**src/uvsg_pkg.sv**
```systemverilog
// ----------------------------------------------------------------------------
// uvsg_pkg
// Shared types and constants of the UV-sphere vertex generator.
// ----------------------------------------------------------------------------
package uvsg_pkg;

  // Sizes of the sine table and the grid
  localparam int unsigned SINE_TABLE_DEPTH = 1024;
  localparam int unsigned MAX_GRID_INDEX   = 255;

  // Largest usable grid index for an 8-bit index field
  localparam logic [7:0] GRID_CAP =
    (MAX_GRID_INDEX > 255) ? 8'd255 : 8'(MAX_GRID_INDEX);

  // 1.0 in Q16 texture units
  localparam logic [16:0] TEX_ONE = 17'd65536;

  // Configuration port
  localparam int unsigned CFG_IDX_W  = 3;
  localparam int unsigned CFG_DATA_W = 17;

  // Register indexes
  localparam logic [CFG_IDX_W-1:0] CFG_HORIZ_STEP   = 3'd0;
  localparam logic [CFG_IDX_W-1:0] CFG_VERT_STEP    = 3'd1;
  localparam logic [CFG_IDX_W-1:0] CFG_U_STEP       = 3'd2;
  localparam logic [CFG_IDX_W-1:0] CFG_V_STEP       = 3'd3;
  localparam logic [CFG_IDX_W-1:0] CFG_SPHERE_RADIUS = 3'd4;
  localparam logic [CFG_IDX_W-1:0] CFG_SKYBOX_MODE  = 3'd5;

  // Register reset values
  localparam logic [15:0] RST_HORIZ_STEP    = 16'd4096;
  localparam logic [15:0] RST_VERT_STEP     = 16'd2048;
  localparam logic [16:0] RST_U_STEP        = 17'd4096;
  localparam logic [16:0] RST_V_STEP        = 17'd4096;
  localparam logic [14:0] RST_SPHERE_RADIUS = 15'd256;
  localparam logic        RST_SKYBOX_MODE   = 1'b0;

  // Configuration register set
  typedef struct packed {
    logic [15:0] horiz_step;
    logic [15:0] vert_step;
    logic [16:0] u_step;
    logic [16:0] v_step;
    logic [14:0] sphere_radius;
    logic        skybox_mode;
  } cfg_t;

  // Input item
  typedef struct packed {
    logic [7:0] ring_index;
    logic [7:0] slice_index;
  } in_item_t;

  // Result item
  typedef struct packed {
    logic signed [15:0] pos_x;
    logic signed [15:0] pos_y;
    logic signed [15:0] pos_z;
    logic        [16:0] tex_u;
    logic        [16:0] tex_v;
  } out_item_t;

  // Sine and cosine of one phase as Q1.15 magnitude plus sign
  typedef struct packed {
    logic [15:0] sin_mag;
    logic        sin_neg;
    logic [15:0] cos_mag;
    logic        cos_neg;
  } trig_t;

endpackage

```
**src/uvsg_vertex_math.sv**
```systemverilog
// ----------------------------------------------------------------------------
// uvsg_vertex_math
// Radius scaling of the vertex: two multiply stages, then round, saturate and
// drive the result register.
// ----------------------------------------------------------------------------
module uvsg_vertex_math (
  input  logic                clk,
  input  logic                rst_n,
  input  logic                in_valid,
  input  uvsg_pkg::trig_t     pol,
  input  uvsg_pkg::trig_t     az,
  input  logic [16:0]         tex_u,
  input  logic [16:0]         tex_v,
  input  logic [14:0]         sphere_radius,
  input  logic                skybox_mode,
  output logic                out_valid,
  output uvsg_pkg::out_item_t out_data
);

  // Magnitude to signed 16 bits with saturation
  function automatic logic signed [15:0] sat16(input logic [16:0] mag, input logic neg);
    logic [16:0] capped;
    if (neg) begin
      capped = (mag > 17'd32768) ? 17'd32768 : mag;
      sat16  = 16'(17'd0 - capped);
    end else begin
      capped = (mag > 17'd32767) ? 17'd32767 : mag;
      sat16  = capped[15:0];
    end
  endfunction

  logic [15:0] fx_mag;
  logic        fx_neg;
  logic [15:0] fz_mag;
  logic        fz_neg;
  logic [31:0] mx_full;
  logic [31:0] mz_full;
  logic [30:0] my_full;

  logic        valid_e_r;
  logic [30:0] mx_e_r;
  logic [30:0] mz_e_r;
  logic [30:0] my_e_r;
  logic        x_neg_e_r;
  logic        y_neg_e_r;
  logic        z_neg_e_r;
  logic [16:0] tex_u_e_r;
  logic [16:0] tex_v_e_r;

  logic        valid_f_r;
  logic [45:0] px_f_r;
  logic [45:0] pz_f_r;
  logic [30:0] my_f_r;
  logic        x_neg_f_r;
  logic        y_neg_f_r;
  logic        z_neg_f_r;
  logic [16:0] tex_u_f_r;
  logic [16:0] tex_v_f_r;

  logic [46:0] rx_sum;
  logic [46:0] rz_sum;
  logic [31:0] ry_sum;

  logic                valid_g_r;
  uvsg_pkg::out_item_t out_data_r;
  uvsg_pkg::out_item_t out_data_nxt;

  // Skybox swaps the azimuth sine and cosine
  assign fx_mag  = skybox_mode ? az.cos_mag : az.sin_mag;
  assign fx_neg  = skybox_mode ? az.cos_neg : az.sin_neg;
  assign fz_mag  = skybox_mode ? az.sin_mag : az.cos_mag;
  assign fz_neg  = skybox_mode ? az.sin_neg : az.cos_neg;
  assign mx_full = fx_mag * pol.sin_mag;
  assign mz_full = fz_mag * pol.sin_mag;
  assign my_full = {15'b0, pol.cos_mag} * {16'b0, sphere_radius};

  // Stage E: azimuth times polar sine, polar cosine times radius
  always_ff @(posedge clk) begin
    if (!rst_n) begin
      valid_e_r <= 1'b0;
    end else begin
      valid_e_r <= in_valid;
    end
  end

  always_ff @(posedge clk) begin
    mx_e_r    <= mx_full[30:0];
    mz_e_r    <= mz_full[30:0];
    my_e_r    <= my_full;
    x_neg_e_r <= fx_neg ^ pol.sin_neg;
    z_neg_e_r <= fz_neg ^ pol.sin_neg;
    y_neg_e_r <= pol.cos_neg;
    tex_u_e_r <= tex_u;
    tex_v_e_r <= tex_v;
  end

  // Stage F: times radius
  always_ff @(posedge clk) begin
    if (!rst_n) begin
      valid_f_r <= 1'b0;
    end else begin
      valid_f_r <= valid_e_r;
    end
  end

  always_ff @(posedge clk) begin
    px_f_r    <= {15'b0, mx_e_r} * {31'b0, sphere_radius};
    pz_f_r    <= {15'b0, mz_e_r} * {31'b0, sphere_radius};
    my_f_r    <= my_e_r;
    x_neg_f_r <= x_neg_e_r;
    y_neg_f_r <= y_neg_e_r;
    z_neg_f_r <= z_neg_e_r;
    tex_u_f_r <= tex_u_e_r;
    tex_v_f_r <= tex_v_e_r;
  end

  // Stage G: round half away from zero on magnitudes, then saturate
  assign rx_sum = {1'b0, px_f_r} + 47'(64'd1 << 29);
  assign rz_sum = {1'b0, pz_f_r} + 47'(64'd1 << 29);
  assign ry_sum = {1'b0, my_f_r} + 32'd16384;

  always_comb begin
    out_data_nxt.pos_x = sat16(rx_sum[46:30], x_neg_f_r);
    out_data_nxt.pos_y = sat16(ry_sum[31:15], y_neg_f_r);
    out_data_nxt.pos_z = sat16(rz_sum[46:30], z_neg_f_r);
    out_data_nxt.tex_u = tex_u_f_r;
    out_data_nxt.tex_v = tex_v_f_r;
  end

  always_ff @(posedge clk) begin
    if (!rst_n) begin
      valid_g_r <= 1'b0;
    end else begin
      valid_g_r <= valid_f_r;
    end
  end

  always_ff @(posedge clk) begin
    out_data_r <= out_data_nxt;
  end

  assign out_valid = valid_g_r;
  assign out_data  = out_data_r;

endmodule

```
**config.mk**
```make
export PLATFORM = sky130hd
export DESIGN_NAME = uvsg_vertex_math
export DESIGN_NICKNAME = d
export VERILOG_FILES = /design/src/uvsg_pkg.sv /design/src/uvsg_vertex_math.sv
export SDC_FILE = /design/constraint.sdc
export NUM_CORES = 2
export LEC_CHECK = 0
export BUFFER_PORTS_ARGS = -buffer_cell sky130_fd_sc_hd__buf_2
export CELL_PAD_IN_SITES_DETAIL_PLACEMENT = 0
export CELL_PAD_IN_SITES_GLOBAL_PLACEMENT = 1
export CORE_ASPECT_RATIO = 0.7
export CORE_MARGIN = 4
export CORE_UTILIZATION = 46
export CTS_BUF_LIST = sky130_fd_sc_hd__clkbuf_16
export DETAILED_ROUTE_END_ITERATION = 8
export PLACE_DENSITY = 0.89
export SYNTH_ARGS = -nofsm -noshare
export SYNTH_HDL_FRONTEND = slang
export SYNTH_SLANG_ARGS = --single-unit
```
**constraint.sdc**
```tcl
create_clock -name clk -period 7.7 [get_ports clk]
set_input_delay 0.77 -clock clk [delete_from_list [all_inputs] [get_ports clk]]
set_output_delay 0.77 -clock clk [all_outputs]
set_load 0.05 [all_outputs]
```
==> impl_metrics.ini <==
[finish]
largest_reg_flops = 82
share_of_layout_cells_above_drive_strength_1_pct = 6.78
area_growth_syn_to_layout_pct = 7.55
layout.cell_area.non_filler_mm2 = 0.0653
layout.filler_cells = 12000
mostFrequentLayoutCell = inv_1
final_nets = 8693
mostFrequentLayoutCells = inv_1 (1,482), fa_1 (1,313), nand2_1 (931)

[global_route]
grt_pass1_vias = 48200
initial_antenna_violation_count = 7
grt_first_pass_wirelength_um = 256000
grt_remaining_overflow = 0
grt.total_usage_pct = 22.9
grt_max_degree = 60

[cts]
count_of_hold_fix_buffers_inserted_at_cts = 0
tritoncts = built
clock_tree.buffer_depth = 3
cts.sinks = 289
ctsHtreeMaxLevel = 2
numCtsBuffers = 34
clock_tree.root_cell = clkbuf_16
postCtsResizedCells = 0
post-cts-setup-buffers = 0
clock_insertion_delay_worst_skew_ns = 0.57
clkTransAtPathRegs_ns = 0.07

[sta]
min_period_over_period_pct = 92.7
final_period_minus_worst_setup_slack_ns = 7.14
setup_viol = 0
tightestPinTransition_ns = 0.962
tns_ns = 0
grt_setup_unrepaired = false
max_clock_freq_mhz = 140
slew_headroom_pct = 35.8
pins_over_their_slew_limit = 0
finClkSkew_ns = 0.0174
final_hold_viol_count = 0

[worst_setup_path]
timing.rr.start = mz_e_r[6]
critPathRequiredTime_ns = 8.18
setup.reg_to_reg.worst_slack_ns = 0.60
critPathCaptureType = flop
worst-setup-path-type = input port to flop
crit_path_max_fanout = 15
worstPathArrival_ns = 7.62
rr_worst_depth = 22
start_kind = input port
r2r-end = pz_f_r[44]

[synthesis]
post_synth_xor_area_fraction_pct = 2.35
synth_compound_area_share_pct = 4.53
synth_top_cells_by_area = fa_1 (43%), ha_1 (11%), dfxtp_1 (9.5%), inv_1 (9.2%), and2_1 (8.8%)
synth_area_per_cell_um2 = 9.08
synth_largest_area_cell = fa_1
ys_warn_count = 0
netlist-cell-type-count = 76
synth_top_area_share_pct = 43.3
synth_simple_gate_area_share_pct = 17.7
post_synth_mux_area_share_pct = 0.920
post_synthesis_adder_cell_area_fraction_pct = 53.9
synth.cell_area_mm2 = 0.0607
synth-edff-count = 0
ys.flop_type = dfxtp_1
post_synthesis_register_bit_count = 289
synth_fp_nets = 8632
synth_top_family_by_area = adder cells
async_reset_ff_share_pct = 0
synth_sequential_area_ratio_pct = 9.53
number_of_cells_produced_by_synthesis = 6686

[floorplanning]
row_count = 111
io-pin-count = 204
fp.dieW_um = 442
initial_core_util_pct = 46.3
total_die_area_mm2 = 0.138
core-area_mm2 = 0.131
dieHeight_um = 312

[detailed_routing]
routedWlPerCell_um = 18.0
ant_nets = 0
remaining_drc_errors = 0
drt-pass1-iter-count = 5
via_count = 44300
drt_wl_total_um = 154000
vias_per_cell = 5.20
drt_first_iter_violations = 3048

[placement]
detailed_place_hpwl_um = 122000
placed_cell_area_mm2 = 0.0641
gp_congestion = 0.887
buffer_ports.inserted = 203

[outcome]
run_status = completed

[hold_path]
hold_end = tex_u_e_r[11]
tightest_hold_check_type = input port to flop
min_from = tex_u[11]
hold_depth = 1

[flow_run]
max_cap_viols = 0
[worst max-delay path, stage by stage]
cell      delay, ns
buf_2          0.29
buf_4          0.25
mux2_2         0.36
buf_4          0.20
nand2_1        0.11
fa_1           0.44
fa_1           0.59
fa_1           0.46
fa_1           0.55
inv_1          0.05
fa_1           0.51
fa_1           0.42
ha_1           0.37
a211oi_1       0.28
a21boi_2       0.22
o21ai_1        0.10
a211o_1        0.34
a41o_1         0.27
or4_1          0.40
a31o_1         0.25
a31oi_1        0.21
xnor2_1        0.15
[per-stage QoR]
step,cells,util [%],worst slack [ns],hold slack (ns)
floorplan,6686,-,0.136,0.310
global placement,8462,48.9,0.159,0.310
detailed placement,8462,48.9,0.0240,0.312
CTS,8523,49.8,0.596,0.262
global route,8525,49.8,0.127,0.271
finish,8527,49.8,0.563,0.301
[layer usage]
layer / GRT usage (%) / wire, um
met1: 33.2 / 68200
met2: 36.2 / 68800
met3: 4.18 / 13700
met4: 4.72 / 2960
met5: 0 / 0
[logic make-up (layout without fill, tap and decap cells)]
kind of cell               after synthesis  count (layout)
AOI/OAI and AO/OA                      418             418
xor gates and xnor gates               162             162
adders and majority gates             1825            1825
buffers and inverters                 1796            1882
DFF                                    289             289
muxes                                   51              51
other                                    0               4
and+or+nand+nor                       2145            2145
[layout make-up]
type | count | area (um^2) | share of cell area [%]
multi-input cells | 4601 | 48100 | 73.8
flip-flops and latches | 289 | 5790 | 8.87
inverters | 1482 | 5560 | 8.52
repair buffers | 339 | 2370 | 3.64
well taps | 1751 | 2190 | 3.36
clock buffers | 35 | 876 | 1.34
clock inverters | 26 | 324 | 0.497
diodes | 4 | 10.0 | 0.0153
[worst max-delay path by stage]
stage               depth (start not counted)         end   startpoint  slack, ns
floorplan                                  28  mx_e_r[29]  skybox_mode       0.14
global placement                           25  mx_e_r[29]  skybox_mode       0.16
detailed placement                         22  mz_e_r[29]  skybox_mode       0.02
CTS                                        22  mz_e_r[29]  skybox_mode       0.60
global route                               22  pz_f_r[45]    mz_e_r[6]       0.13
finish                                     22  mz_e_r[29]  skybox_mode       0.56
[synthesized netlist by cell type (all sizes together), types with 3 or more instances]
library cell     n
o21ai           77
o31ai            8
fa            1313
a31oi           14
a32oi            5
and4             8
or2              7
nor2           123
buf             13
a2111oi          7
o22ai            6
a21boi           4
a41oi            4
nand2b          23
o2111ai          3
nand2          931
o211ai          11
mux2            35
a21oi          125
ha             512
nand3           58
and2           854
o21bai          14
a211oi          14
xor2            54
and3            13
a41o             3
dfxtp          289
xnor2          108
a21o            56
nor2b           38
o221ai           4
nand4           23
a31o             5
nor3            39
mux2i           16
or3              7
a221oi           4
inv           1482
clkbuf         301
a22oi           14
nor4            16
o21a            18
a2bb2oi          4
Power is not shown: default switching activity piles up to over one toggle a cycle in this logic, so the estimate is an artifact.
