**config.mk**
```make
export PLATFORM = sky130hd
export DESIGN_NAME = uvsg_cfg_regs
export DESIGN_NICKNAME = d
export VERILOG_FILES = /design/src/uvsg_pkg.sv /design/src/uvsg_cfg_regs.sv
export SDC_FILE = /design/constraint.sdc
export NUM_CORES = 1
export LEC_CHECK = 0
export ABC_CLOCK_PERIOD_IN_PS = 3220
export BUFFER_PORTS_ARGS = -buffer_cell sky130_fd_sc_hd__buf_4
export CAP_MARGIN = 10
export CORE_ASPECT_RATIO = 1.25
export CORE_MARGIN = 2
export CORE_UTILIZATION = 53
export CTS_CLUSTER_SIZE = 24
export DETAILED_ROUTE_END_ITERATION = 10
export HOLD_SLACK_MARGIN = 0.05
export MAX_ROUTING_LAYER = met4
export PLACE_DENSITY_LB_ADDON = 0.05
export SLEW_MARGIN = 20
export SYNTH_ARGS = -nofsm -noshare
export SYNTH_HDL_FRONTEND = slang
export SYNTH_SLANG_ARGS = --single-unit
```
**constraint.sdc**
```tcl
create_clock -name clk -period 3.22 [get_ports clk]
set_clock_uncertainty 0.05 [all_clocks]
set_input_delay 0.644 -clock clk [delete_from_list [all_inputs] [get_ports clk]]
set_output_delay 0.644 -clock clk [all_outputs]
set_load 0.1 [all_outputs]
```
**src/uvsg_pkg.sv**
```systemverilog
// ----------------------------------------------------------------------------
// uvsg_pkg
// Shared types and constants of the UV-sphere vertex generator.
// ----------------------------------------------------------------------------
package uvsg_pkg;

  // Sizes of the sine table and the grid
  localparam int unsigned SINE_TABLE_DEPTH = 1024;
  localparam int unsigned MAX_GRID_INDEX   = 255;

  // Largest usable grid index for an 8-bit index field
  localparam logic [7:0] GRID_CAP =
    (MAX_GRID_INDEX > 255) ? 8'd255 : 8'(MAX_GRID_INDEX);

  // 1.0 in Q16 texture units
  localparam logic [16:0] TEX_ONE = 17'd65536;

  // Configuration port
  localparam int unsigned CFG_IDX_W  = 3;
  localparam int unsigned CFG_DATA_W = 17;

  // Register indexes
  localparam logic [CFG_IDX_W-1:0] CFG_HORIZ_STEP   = 3'd0;
  localparam logic [CFG_IDX_W-1:0] CFG_VERT_STEP    = 3'd1;
  localparam logic [CFG_IDX_W-1:0] CFG_U_STEP       = 3'd2;
  localparam logic [CFG_IDX_W-1:0] CFG_V_STEP       = 3'd3;
  localparam logic [CFG_IDX_W-1:0] CFG_SPHERE_RADIUS = 3'd4;
  localparam logic [CFG_IDX_W-1:0] CFG_SKYBOX_MODE  = 3'd5;

  // Register reset values
  localparam logic [15:0] RST_HORIZ_STEP    = 16'd4096;
  localparam logic [15:0] RST_VERT_STEP     = 16'd2048;
  localparam logic [16:0] RST_U_STEP        = 17'd4096;
  localparam logic [16:0] RST_V_STEP        = 17'd4096;
  localparam logic [14:0] RST_SPHERE_RADIUS = 15'd256;
  localparam logic        RST_SKYBOX_MODE   = 1'b0;

  // Configuration register set
  typedef struct packed {
    logic [15:0] horiz_step;
    logic [15:0] vert_step;
    logic [16:0] u_step;
    logic [16:0] v_step;
    logic [14:0] sphere_radius;
    logic        skybox_mode;
  } cfg_t;

  // Input item
  typedef struct packed {
    logic [7:0] ring_index;
    logic [7:0] slice_index;
  } in_item_t;

  // Result item
  typedef struct packed {
    logic signed [15:0] pos_x;
    logic signed [15:0] pos_y;
    logic signed [15:0] pos_z;
    logic        [16:0] tex_u;
    logic        [16:0] tex_v;
  } out_item_t;

  // Sine and cosine of one phase as Q1.15 magnitude plus sign
  typedef struct packed {
    logic [15:0] sin_mag;
    logic        sin_neg;
    logic [15:0] cos_mag;
    logic        cos_neg;
  } trig_t;

endpackage

```
**src/uvsg_cfg_regs.sv**
```systemverilog
// ----------------------------------------------------------------------------
// uvsg_cfg_regs
// Configuration register file; writes to unknown indexes are dropped.
// ----------------------------------------------------------------------------
module uvsg_cfg_regs (
  input  logic                                clk,
  input  logic                                rst_n,
  input  logic                                cfg_valid,
  output logic                                cfg_ready,
  input  logic [uvsg_pkg::CFG_IDX_W-1:0]      cfg_index,
  input  logic [uvsg_pkg::CFG_DATA_W-1:0]     cfg_data,
  output uvsg_pkg::cfg_t                      cfg
);

  uvsg_pkg::cfg_t cfg_r;
  uvsg_pkg::cfg_t cfg_nxt;

  // Always able to take a write
  assign cfg_ready = 1'b1;
  assign cfg       = cfg_r;

  // Decode the write
  always_comb begin
    cfg_nxt = cfg_r;
    if (cfg_valid) begin
      unique case (cfg_index)
        uvsg_pkg::CFG_HORIZ_STEP:    cfg_nxt.horiz_step    = cfg_data[15:0];
        uvsg_pkg::CFG_VERT_STEP:     cfg_nxt.vert_step     = cfg_data[15:0];
        uvsg_pkg::CFG_U_STEP:        cfg_nxt.u_step        = cfg_data[16:0];
        uvsg_pkg::CFG_V_STEP:        cfg_nxt.v_step        = cfg_data[16:0];
        uvsg_pkg::CFG_SPHERE_RADIUS: cfg_nxt.sphere_radius = cfg_data[14:0];
        uvsg_pkg::CFG_SKYBOX_MODE:   cfg_nxt.skybox_mode   = cfg_data[0];
        default: ;
      endcase
    end
  end

  always_ff @(posedge clk) begin
    if (!rst_n) begin
      cfg_r.horiz_step    <= uvsg_pkg::RST_HORIZ_STEP;
      cfg_r.vert_step     <= uvsg_pkg::RST_VERT_STEP;
      cfg_r.u_step        <= uvsg_pkg::RST_U_STEP;
      cfg_r.v_step        <= uvsg_pkg::RST_V_STEP;
      cfg_r.sphere_radius <= uvsg_pkg::RST_SPHERE_RADIUS;
      cfg_r.skybox_mode   <= uvsg_pkg::RST_SKYBOX_MODE;
    end else begin
      cfg_r <= cfg_nxt;
    end
  end

endmodule

```
==> reports/summary.txt, run 1 <==
Min-Delay Path Class = flip-flop to flip-flop
Hold Violations, Final = 0
Flip-flop count of the largest register after layout = 82
Worst skew pair latency = 0.34 ns
Die W = 72.0 µm
FF-to-FF setup slack = 2.53 ns
Seq/Total Area, Yosys = 0.536
Crit-path max FO = 16
Total CTS buffers = 9
Fin crit share = 0.573
Top Ports = 106
Normalized max-slew margin = 0.366
Crit path capture type = flip-flop
Top post-synthesis cells by count = nand2_1 (94), dfxtp_1 (82), mux2i_1 (82), clkbuf_1 (13), nor2b_1 (8)
RSZ-0062 raised after global routing = false
Critical path class = primary input to flip-flop
Syn_area_per_cell = 10.3 µm²
Port Buffers = 104
Hold Path End = cfg[21]$_SDFFE_PN0P_
H-Tree Depth = 3
Pwr Total = 2.02 mW
Compound-cell area share of the yosys netlist = 0
Routed vias = 2395
Pre-CTS setup slack = 1.00 ns
Area grow syn2layout = 31.7%
WL final = 6960 µm
Maximum vdd drop = 441 µV
Share of cells above drive strength 1 = 0.313
Synth cell types = 15
Tmin final = 1.85 ns
Syn Inst Count = 297
Clock root buffer = clkbuf_8
Fill count = 453
Core outline area = 5520 µm²
Slew @ Worst Pin = 0.952 ns
CTS sink count = 82
Cells on Worst Hold Path = 2
Crit Reg-Reg Endpoint = cfg[77]$_SDFFE_PN0P_
Startpoint types = primary input
Final HPWL DP = 4850 µm
Via-to-Cell Ratio = 5.16
WL per Instance = 15.0 µm
Die area = 6410 µm²
Flops & latches, synth = 82
Post-synth top area cell = dfxtp_1
Post-CTS Resized = 0
Pleak = 2.10 nW
Initial antenna violation count = 0
First-pass iteration count of the detailed router = 4
Pin count of the biggest net entering global routing = 46
Ys flop type = dfxtp_1
Asr flop ratio synth = 0
Mapped Nets = 320
Combinational family with the most area after synthesis = multiplexers
Setup Total Neg Slack = 0 ns
Post-synth EDFFs = 0
Setup Buffers After CTS = 0
Initial Utilization = 0.555
Pins over their slew limit = 0
Detail Route Antenna Nets = 0
Initial DRC count = 145
Nets = 419
First-pass GRT wire length = 10700 µm
Vias in the first global route = 2188
Fmax = 542 MHz
Total track usage = 0.227
Final worst slack = 1.37 ns
Data arrival, critical path = 1.99 ns
Die H = 89.0 µm
Count leader, synth = nand2_1
Area share of the largest cell type after synthesis = 0.536
Post-synthesis xor/xnor area fraction = 0
Status = finished clean
Placed insts = 449
CTS tree = done
Cell Rows = 30
# setup viols final = 0
Hold Buf Count CTS = 0
WHS = 0.410 ns
Synthesized cell area = 3060 µm²
HP Start = cfg[21]$_SDFFE_PN0P_
Critical R2R Launch = cfg[77]$_SDFFE_PN0P_
Worst-path clk slew = 0.08 ns
Mux contribution to synthesized area = 0.268
Post-Synth Adder-Cell Area = 0
Remaining global-route overflow = 0
Gpl congestion = 0.753
Critical Path RT = 3.36 ns
Warnings from Yosys = 0
PwrDens = 499 nW/µm²
Antenna Cells = 0
DRC = 0
R2r worst-path depth = 2
Non-filler instance count after layout = 464
Post-synthesis simple-gate area fraction = 0.155
Clk buf depth = 2
Top cells by area, synth = dfxtp_1 (54%), mux2i_1 (27%), nand2_1 (12%)
Max-Cap Viols = 0
[report_power, final]
group / internal (mW) / total [mW] / switching [mW] / leakage [nW]
Combinational: 0.0773 / 0.318 / 0.240 / 1.34
Clock: 0.299 / 0.650 / 0.352 / 0.0895
Sequential: 1.04 / 1.05 / 0.0122 / 0.664
[layout by cell type (no fill, tap or decap), drive strengths merged]
| cell | netlist | layout |
|---|---|---|
| nand2 | 94 | 94 |
| nand4bb | 2 | 2 |
| mux2i | 82 | 82 |
| clkbuf | 13 | 11 |
| and4bb | 1 | 1 |
| clkinv | 0 | 3 |
| or4b | 1 | 1 |
| nand4b | 2 | 2 |
| conb | 1 | 1 |
| inv | 0 | 1 |
| buf | 10 | 111 |
| dfxtp | 82 | 82 |
| nor2b | 8 | 8 |
| nor4bb | 1 | 1 |
[metal layers]
metal,global-route usage,routed length (µm),vias to the layer above
li1,-,-,1183
met1,0.270,2980,1132
met2,0.371,3500,71
met3,0.0643,382,9
met4,0.0806,103,0
met5,-,0,-
[cell type report]
class	count	area [µm²]	share of cell area
Clock buffer	11	141	0.0350
Clock inverter	4	27.5	0.00682
Multi-Input combinational cell	192	1300	0.322
Sequential cell	82	1640	0.407
Tap cell	64	80.1	0.0198
Timing Repair Buffer	111	846	0.210
[metrics by stage]
step | util | cell area (µm²)
floorplan | - | 3060
global placement | 0.701 | 3870
detailed placement | 0.701 | 3870
CTS | 0.732 | 4040
global route | 0.732 | 4040
finish | 0.732 | 4040
[worst max path at each step]
stage,endpoint,from,slack (ns),cells after the start
6_report,cfg[71]$_SDFFE_PN0P_,cfg_index[1],1.37,3
5_1_grt,cfg[71]$_SDFFE_PN0P_,cfg_index[1],1.32,3
4_1_cts,cfg[71]$_SDFFE_PN0P_,cfg_index[1],1.38,3
3_5_place_dp,cfg[71]$_SDFFE_PN0P_,cfg_index[1],1.00,3
3_3_place_gp,cfg[79]$_SDFFE_PN0P_,cfg_index[1],1.04,3
2_1_floorplan,cfg[78]$_SDFFE_PN1P_,cfg_index[1],1.47,4
[kinds of logic (layout without fill, tap and decap cells)]
kind of cell | after synthesis | count (layout)
other cells | 1 | 1
mux | 82 | 82
flops | 82 | 82
buf+inv | 23 | 126
simple gates | 109 | 109
[worst max-delay path, stage by stage]
cell and delay, ns:
buf_4 0.13, or4b_1 0.97, mux2i_1 0.24
Power figures use the tool's default switching activity.
==> run 2: changes to the inputs <==
--- a/config.mk
+++ b/config.mk
@@ -5,12 +5,13 @@
 export SDC_FILE = /design/constraint.sdc
 export NUM_CORES = 1
 export LEC_CHECK = 0
-export ABC_CLOCK_PERIOD_IN_PS = 3220
+export ABC_AREA = 1
+export ABC_CLOCK_PERIOD_IN_PS = 1840
 export BUFFER_PORTS_ARGS = -buffer_cell sky130_fd_sc_hd__buf_4
 export CAP_MARGIN = 10
 export CORE_ASPECT_RATIO = 1.25
 export CORE_MARGIN = 2
-export CORE_UTILIZATION = 53
+export CORE_UTILIZATION = 50
 export CTS_CLUSTER_SIZE = 24
 export DETAILED_ROUTE_END_ITERATION = 10
 export HOLD_SLACK_MARGIN = 0.05
==> constraint.sdc (replaced) <==
create_clock -name clk -period 1.84 [get_ports clk]
set_clock_uncertainty 0.05 [all_clocks]
set_input_delay 0.368 -clock clk [delete_from_list [all_inputs] [get_ports clk]]
set_output_delay 0.368 -clock clk [all_outputs]
set_load 0.1 [all_outputs]
==> run 2 against run 1 <==
Effect of this change: via count grew 34%; global-route usage grew 3.1 points; combinational power grew to 2.9 times the previous value; sequential cell count is the same; critical endpoint is now cfg[2]; highest routed layer unchanged.
==> reports/summary.txt, run 2 <==
Remaining global-route overflow = 0
Clock root buffer = clkbuf_8
PwrDens = 936 nW/µm²
Via-to-Cell Ratio = 4.87
Placed Area = 4150 µm²
Hold Path End = cfg[9]$_SDFFE_PN1P_
Pin count of the biggest net entering global routing = 48
Critical Path Stages = 1
FF-to-FF setup slack = 1.17 ns
Area share of the largest cell type after synthesis = 0.491
Status = finished clean
Critical R2R Launch = cfg[21]$_SDFFE_PN0P_
Setup Buffers After CTS = 0
Initial DRC count = 251
Fin area = 4330 µm²
Register area = 1640 µm²
Top Ports = 106
Post-synth top area cell = dfxtp_1
Commonest non-fill, non-tap cells in the layout = nor2_1 (153), buf_4 (108), nand2_1 (91)
Critical path class = flip-flop to output port
Die H = 95.5 µm
Pleak = 2.05 nW
Crit-path cells = buf_4
CTS tree = done
Mapped Nets = 499
Synth cell types = 16
Cells on Worst Hold Path = 3
Fill count = 621
Bufs and invs on worst path = 1
Detail Route Antenna Nets = 0
Top post-synthesis cells by count = nor2_1 (155), nand2_1 (91), dfxtp_1 (82), nand3_1 (82), inv_1 (20)
Startpoint types = flip-flop
Max stage delay on crit path = 0.37 ns
Data arrival, critical path = 1.02 ns
Tmin final = 1.43 ns
Nets = 591
Max-Cap Viols = 0
Die W = 77.2 µm
H-Tree Depth = 3
Warnings from Yosys = 0
Crit path capture type = output port
Post-synth EDFFs = 0
Share of cells above drive strength 1 = 0.241
Crit Reg-Reg Endpoint = cfg[21]$_SDFFE_PN0P_
Hold Buf Count CTS = 0
Port Buffers = 104
Maximum vdd drop = 673 µV
Worst skew pair latency = 0.34 ns
Fin crit share = 0.779
Pins over their slew limit = 0
Cell Rows = 33
Flip-flop count of the largest register after layout = 82
Die area = 7370 µm²
WHS = 0.186 ns
WL final = 9000 µm
Most common cell after layout, fill and taps aside = nor2_1
Antenna Cells = 0
First-pass GRT wire length = 14100 µm
Setup Total Neg Slack = 0 ns
Top cells by area, synth = dfxtp_1 (49%), nor2_1 (17%), nand3_1 (12%)
Syn Inst Count = 476
Initial Utilization = 0.513
Slowest stage cell, crit path = dfxtp_1
First-pass iteration count of the detailed router = 5
Ys flop type = dfxtp_1
Initial antenna violation count = 0
Multi-input logic area = 1460 µm²
Critical Path RT = 1.42 ns
Total CTS buffers = 9
Post-CTS Resized = 0
Fmax = 697 MHz
Min-Delay Path Class = primary input to flip-flop
Flops & latches, synth = 82
Hold Violations, Final = 0
Gpl congestion = 0.820
Syn_area_per_cell = 7.03 µm²
# setup viols final = 0
Crit-path max FO = 2
R2r worst-path depth = 2
RSZ-0062 raised after global routing = false
Routed vias = 3211
Worst-path clk slew = 0.08 ns
WL per Instance = 13.7 µm
Area grow syn2layout = 29.5%
Vias in the first global route = 2886
Asr flop ratio synth = 0
Count leader, synth = nor2_1
Pwr Total = 4.06 mW
HP Start = cfg_data[8]
Clk buf depth = 2
Seq/Total Area, Yosys = 0.491
CTS sink count = 82
Synthesized cell area = 3350 µm²
Core outline area = 6520 µm²
Largest delay share family, worst path = flip-flops
Final HPWL DP = 6200 µm
Total track usage = 0.259
DRC = 0
[run 2: cell types whose count changed after synthesis, sizes merged, moves of 10 or more]
| cell | previous run | this run |
|---|---|---|
| nand3 | 0 | 82 |
| buf | 10 | 26 |
| nor2 | 0 | 162 |
| clkbuf | 13 | 3 |
| inv | 0 | 23 |
| mux2i | 82 | 0 |
[run 2: report_power, final]
part	switching, mW	internal, mW	leakage [nW]
registers	0.0339	1.84	0.667
clock network	0.619	0.654	0.0962
logic	0.714	0.198	1.29
total	1.37	2.69	2.05
[run 2: final cells by class]
| cell class | count | share of cell area |
|---|---|---|
| multi-input combinational | 342 | 0.337 |
| clock inverter | 3 | 0.00924 |
| sequential | 82 | 0.379 |
| timing repair buffer | 110 | 0.196 |
| tap | 87 | 0.0251 |
| inverter | 23 | 0.0199 |
| clock buffer | 12 | 0.0335 |
[run 2: cell families after synthesis]
| logic type | Yosys count | share of synthesized area |
|---|---|---|
| AND/OR/NAND/NOR | 338 | 0.428 |
| buffers and inverters | 52 | 0.0759 |
| other | 1 | 0.00112 |
| AO/OA/AOI/OAI | 3 | 0.00449 |
| flip-flops | 82 | 0.491 |
[run 2: through the flow]
stage / std cells / setup WS, ns / util
2_1_floorplan: 476 / 0.497 / -
3_3_place_gp: 644 / 0.461 / 0.636
3_5_place_dp: 644 / 0.409 / 0.636
4_1_cts: 659 / 0.395 / 0.664
5_1_grt: 659 / 0.371 / 0.664
6_report: 659 / 0.406 / 0.664
[run 2: worst max path at each step]
| stage | slack [ns] | end | startpoint |
|---|---|---|---|
| 6_report | 0.41 | cfg[2] | cfg[2]$_SDFFE_PN0P_ |
| 2_1_floorplan | 0.50 | cfg[0] | cfg[0]$_SDFFE_PN0P_ |
| 4_1_cts | 0.40 | cfg[35] | cfg[35]$_SDFFE_PN0P_ |
| 3_3_place_gp | 0.46 | cfg[7]$_SDFFE_PN0P_ | cfg_index[2] |
| 3_5_place_dp | 0.41 | cfg[33]$_SDFFE_PN0P_ | cfg_index[2] |
| 5_1_grt | 0.37 | cfg[68] | cfg[68]$_SDFFE_PN0P_ |
[run 2: worst register-to-register path, cell delays in order, from the launching register on]
cell     delay, ns
dfxtp_1       0.33
nor2_1        0.13
nor2_1        0.06
[run 2: routing by layer]
metal / GRT usage / part of all wire / up-vias
met1: 0.319 / 0.41 / 1425
met2: 0.411 / 0.49 / 118
met3: 0.0625 / 0.079 / 10
li1: - / - / 1658
met4: 0.101 / 0.017 / 0
met5: - / 0 / -
